$ cat config.mk
export PLATFORM = sky130hd
export DESIGN_NAME = sialu_cell
export DESIGN_NICKNAME = d
export VERILOG_FILES = /design/src/sialu_pkg.sv /design/src/sialu_cell.sv
export SDC_FILE = /design/constraint.sdc
export NUM_CORES = 1
export LEC_CHECK = 0
export BUFFER_PORTS_ARGS = -buffer_cell sky130_fd_sc_hd__buf_2
export CAP_MARGIN = 10
export CORE_MARGIN = 2
export CORE_UTILIZATION = 35
export DETAILED_ROUTE_END_ITERATION = 6
export PLACE_DENSITY = 0.63
export SYNTH_ARGS = -nofsm -noshare
export SYNTH_HDL_FRONTEND = slang
export SYNTH_SLANG_ARGS = --single-unit
export TNS_END_PERCENT = 5
$ cat constraint.sdc
create_clock -name clock -period 7.9 [get_ports clock]
set_clock_uncertainty 0.05 [all_clocks]
set_input_delay 0.395 -clock clock [delete_from_list [all_inputs] [get_ports clock]]
set_output_delay 0.395 -clock clock [all_outputs]
set_load 0.01 [all_outputs]
$ cat src/sialu_pkg.sv
`timescale 1ns / 1ps
// ----------------------------------------------------------------------------
// sialu_pkg
// Shared codes and control types for the signed integer ALU with divide.
// ----------------------------------------------------------------------------
package sialu_pkg;

   localparam int DATA_WIDTH_DEF = 32;

   // operation codes
   localparam logic [3:0] CMD_POS = 4'd0;
   localparam logic [3:0] CMD_NEG = 4'd1;
   localparam logic [3:0] CMD_NOT = 4'd2;
   localparam logic [3:0] CMD_ADD = 4'd3;
   localparam logic [3:0] CMD_SUB = 4'd4;
   localparam logic [3:0] CMD_MUL = 4'd5;
   localparam logic [3:0] CMD_DIV = 4'd6;
   localparam logic [3:0] CMD_MOD = 4'd7;
   localparam logic [3:0] CMD_LT  = 4'd8;
   localparam logic [3:0] CMD_GT  = 4'd9;
   localparam logic [3:0] CMD_LE  = 4'd10;
   localparam logic [3:0] CMD_GE  = 4'd11;
   localparam logic [3:0] CMD_EQ  = 4'd12;
   localparam logic [3:0] CMD_NE  = 4'd13;
   localparam logic [3:0] CMD_AND = 4'd14;
   localparam logic [3:0] CMD_OR  = 4'd15;

   // error codes
   localparam logic [1:0] ERR_NONE     = 2'd0;
   localparam logic [1:0] ERR_DIV_ZERO = 2'd1;
   localparam logic [1:0] ERR_MOD_ZERO = 2'd2;

   // control word that rides along the cell chain with each request
   typedef struct packed {
      logic       valid;
      logic       is_mul;    // shift-add step in each cell
      logic       is_div;    // restoring divide step in each cell
      logic       want_rem;  // deliver remainder instead of quotient
      logic       neg_q;     // quotient sign fix at the end
      logic       neg_r;     // remainder sign fix at the end
      logic [1:0] err;
   } sialu_ctrl_type;

endpackage

$ cat src/sialu_cell.sv
`timescale 1ns / 1ps
// ----------------------------------------------------------------------------
// sialu_cell
// One step of the arithmetic chain: a shift-add multiply step or a restoring
// divide step, registered and handed to the next cell.
// ----------------------------------------------------------------------------
module sialu_cell #(
   parameter int DATA_WIDTH = sialu_pkg::DATA_WIDTH_DEF
) (
   input  logic                       clock,
   input  logic                       reset,
   input  sialu_pkg::sialu_ctrl_type  prev_ctrl,
   input  logic [DATA_WIDTH-1:0]      prev_x,
   input  logic [DATA_WIDTH-1:0]      prev_y,
   input  logic [DATA_WIDTH-1:0]      prev_acc,
   output sialu_pkg::sialu_ctrl_type  next_ctrl,
   output logic [DATA_WIDTH-1:0]      next_x,
   output logic [DATA_WIDTH-1:0]      next_y,
   output logic [DATA_WIDTH-1:0]      next_acc
);

   localparam int W = DATA_WIDTH;

   sialu_pkg::sialu_ctrl_type ctrl_ff, ctrl_in;
   logic [W-1:0] x_ff, x_in;
   logic [W-1:0] y_ff, y_in;
   logic [W-1:0] acc_ff, acc_in;
   logic [W+1:0] trial;

   // partial remainder with next dividend bit, minus divisor
   assign trial = {1'b0, prev_acc, prev_x[W-1]} - {2'b00, prev_y};

   always_comb begin
      ctrl_in = prev_ctrl;
      x_in    = prev_x;
      y_in    = prev_y;
      acc_in  = prev_acc;
      // simple commands take neither branch and pass through unchanged
      if (prev_ctrl.is_mul) begin
         if (prev_x[0]) begin
            acc_in = prev_acc + prev_y;
         end
         y_in = {prev_y[W-2:0], 1'b0};
         x_in = {1'b0, prev_x[W-1:1]};
      end else if (prev_ctrl.is_div) begin
         if (!trial[W+1]) begin
            acc_in = trial[W-1:0];
            x_in   = {prev_x[W-2:0], 1'b1};
         end else begin
            acc_in = {prev_acc[W-2:0], prev_x[W-1]};
            x_in   = {prev_x[W-2:0], 1'b0};
         end
      end
   end

   always_ff @(posedge clock) begin
      if (reset) begin
         ctrl_ff <= '0;
      end else begin
         ctrl_ff <= ctrl_in;
      end
      x_ff   <= x_in;
      y_ff   <= y_in;
      acc_ff <= acc_in;
   end

   assign next_ctrl = ctrl_ff;
   assign next_x    = x_ff;
   assign next_y    = y_ff;
   assign next_acc  = acc_ff;

   // a request never runs both step kinds
   a_one_mode: assert property (@(posedge clock) disable iff (reset)
      !(ctrl_ff.is_mul && ctrl_ff.is_div))
      else $error("cell holds both multiply and divide");

   // valid moves one cell per cycle
   a_valid_moves: assert property (@(posedge clock) disable iff (reset)
      !$past(reset) |-> (ctrl_ff.valid == $past(prev_ctrl.valid)))
      else $error("cell lost or invented a request");

   // restoring divide keeps the partial remainder below the divisor
   a_rem_bound: assert property (@(posedge clock) disable iff (reset)
      (ctrl_ff.valid && ctrl_ff.is_div) |-> (acc_ff < y_ff))
      else $error("partial remainder not below divisor");

endmodule

==> out/metrics.yaml <==
placement:
  port_buffers: 209
  finalWeightedCongestion: 0.870
  pre_cts_ws_ns: 4.25
  place_inst: 1404
  hpwl_um: 18200
global_route:
  grt_pass1_vias: 7057
  overflow: 0
  grt_util_all_layers_pct: 19.8
  antenna_found_initial: 0
  grt_pass1_wl_um: 37300
  grt_max_degree: 95
timing:
  timing.fmax_mhz: 306
  rsz0062_at_grt: "false"
  tns_ns: 0
  tightest_slew_ns: 0.790
  slew_viol_final: 0
  slew_headroom_pct: 47.3
  worst_slack_ns: 4.63
  finalCritPeriodShare_pct: 41.4
  setup_viol: 0
  hold_viol_final: 0
  fin_crit_ns: 3.27
critical_path:
  worst_setup_path_start_kind: "input port"
  crit_fanout: 33
  worstPathArrival_ns: 3.46
  slowest_stage: "buf_4"
  endpoint_kind: "register"
  critPathTopFamily: "compound AO/OA/AOI/OAI gates"
  crit_required_ns: 8.09
  slowest_delay_ns: 0.47
  crit_buf_inv: 3
  crit_chain: "buf_2 -> inv_1 -> ha_1 -> nor2b_2 -> o2111ai_2 -> a31oi_4 -> a2111oi_4 -> or2_1 -> o21ai_2 -> o21ba_2 -> buf_4 -> mux2_1 -> nand2_1 -> o211ai_1"
  crit_type: "in2reg"
power_and_ir_drop:
  ir_drop_v: 0.0000897
  p_leak_nw: 4.45
  power.density_nw_per_um2: 179
drt:
  post-route-drc-count: 0
  vias: 7514
  finalWirelength_um: 23600
  drt-vias-per-instance: 5.29
  dr.pass1.iters: 5
  drt_iter0_markers: 506
  postRouteAntennaNets: 0
  wl_per_cell_um: 16.6
synth:
  netlist_area_um2: 7670
  yosysTopAreaCell: "dfxtp_1"
  syn_inst: 951
  yosys.area_share.simple_pct: 14.8
  synth_area_leaders: "dfxtp_1 (27%), ha_1 (10%), mux2i_1 (8.0%), o21ai_0 (5.9%), nand2_1 (5.7%)"
  synth_flop_cell: "dfxtp_1"
  synthAdderAreaFrac_pct: 10.8
  synth.area.mux_share_pct: 10.0
  async_flop_share_pct: 0
  synth_compound_area_share_pct: 26.3
  synth_top_area_share_pct: 27.2
  synth_top_family_by_area: "compound AO/OA/AOI/OAI gates"
  ys.warnings.count: 0
  syn-num-nets: 1122
  synth_xor_area_share_pct: 5.94
  syn_area_per_cell_um2: 8.06
  ys_seq_elements: 104
  synth_seq_area_share_pct: 27.2
  synthDistinctLibCells: 73
  synth_edf_count: 0
clock_network:
  cts.sink_count: 104
  post-cts-setup-buffers: 0
  cts_tree: "done"
  h-tree-depth: 3
  max-clock-path-buffers: 2
  holdBufCountCts: 0
  numCtsBuffers: 9
  cts.clk_slew.worst_paths_ns: 0.08
  cts-root-buf: "clkbuf_16"
  cts.repair.resized: 0
floorplan:
  io_pins: 210
  die_w_um: 152
  rows: 54
  dieHeight_um: 152
  start_util_pct: 35.4
  die-area_um2: 23100
  core-area_um2: 21700
finish:
  areaGrowthSynthToFinish_pct: 20.3
  instances_no_fill: 1420
  layout_commonest_cell: "buf_2"
  nNetsFinal: 1306
  drive_gt1_share_pct: 22.6
  num_antenna_cells: 0
  mostFrequentLayoutCells: "buf_2 (208), nand2_1 (117), dfxtp_1 (104)"
status:
  status: "completed"
worst_hold_path:
  hold_path_class: "in2reg"
flow_run:
  maxCapViolCount: 0
==> report_power, final <==
part           internal (mW)  switching [mW]  total [mW]
Sequential             0.580          0.0182       0.598
Clock                  0.225           0.239       0.463
Combinational          0.249           0.337       0.586
Total                   1.05           0.594        1.65
==> stage by stage <==
stage          hold slack (ns)  instance area (um2)  util, %  power (mW)
2_1_floorplan            0.412                 7670        -        1.01
3_3_place_gp             0.564                 8920     41.2        1.19
3_5_place_dp             0.563                 8920     41.2        1.19
4_1_cts                  0.189                 9220     42.5        1.66
5_1_grt                  0.205                 9220     42.5        1.74
6_report                 0.194                 9220     42.5        1.65
==> Yosys cell counts, types with 9 or more instances <==
cell and number:
a211oi_1 15, a21o_1 28, a21oi_1 69, a31oi_1 13, clkbuf_1 29, dfxtp_1 104
ha_1 63, inv_1 52, mux2_2 11, mux2i_1 61, nand2_1 117, nand3_1 15
nand4_1 9, nor2_1 44, nor2b_1 17, nor3_1 10, o21a_1 13, o21ai_0 90
o21ai_1 16, xnor2_1 35, xor2_1 17
==> logic make-up (layout without fill, tap and decap cells) <==
family          count (synthesis)  count (layout)
compound gates                313             313
simple gates                  248             248
flops                         104             104
buf+inv                        94             283
mux                            75              75
fa+ha+maj                      65              65
xor+xnor                       52              52
==> worst paths after layout <==
check               startpoint      endpoint  slack, ns  depth (start not counted)
setup / recovery     prev_y[1]  next_acc[20]       4.63                         14
hold / removal    prev_ctrl[1]  next_ctrl[1]       0.19                          2
==> final cells by class <==
class / count / area [um2]
clock buffers: 9 / 225
well taps: 280 / 350
flip-flops and latches: 104 / 2080
clock inverters: 7 / 72.6
multi-input cells: 753 / 5200
repair buffers: 215 / 1090
inverters: 52 / 195
fillers: 2230 / 12500
==> flip-flops by register name, summed over array words and instances (netlist names) <==
register,count
next_y,32
next_acc,32
next_x,32
next_ctrl,8
==> routing by layer <==
layer	vias to the layer above	share of wire [%]	GRT usage [%]
li1	3810	-	-
met4	0	1.6	5.52
met2	238	47	33.0
met3	29	5.9	2.82
met1	3437	46	26.8
met5	-	0	0
(Power assumes the default switching activity.)
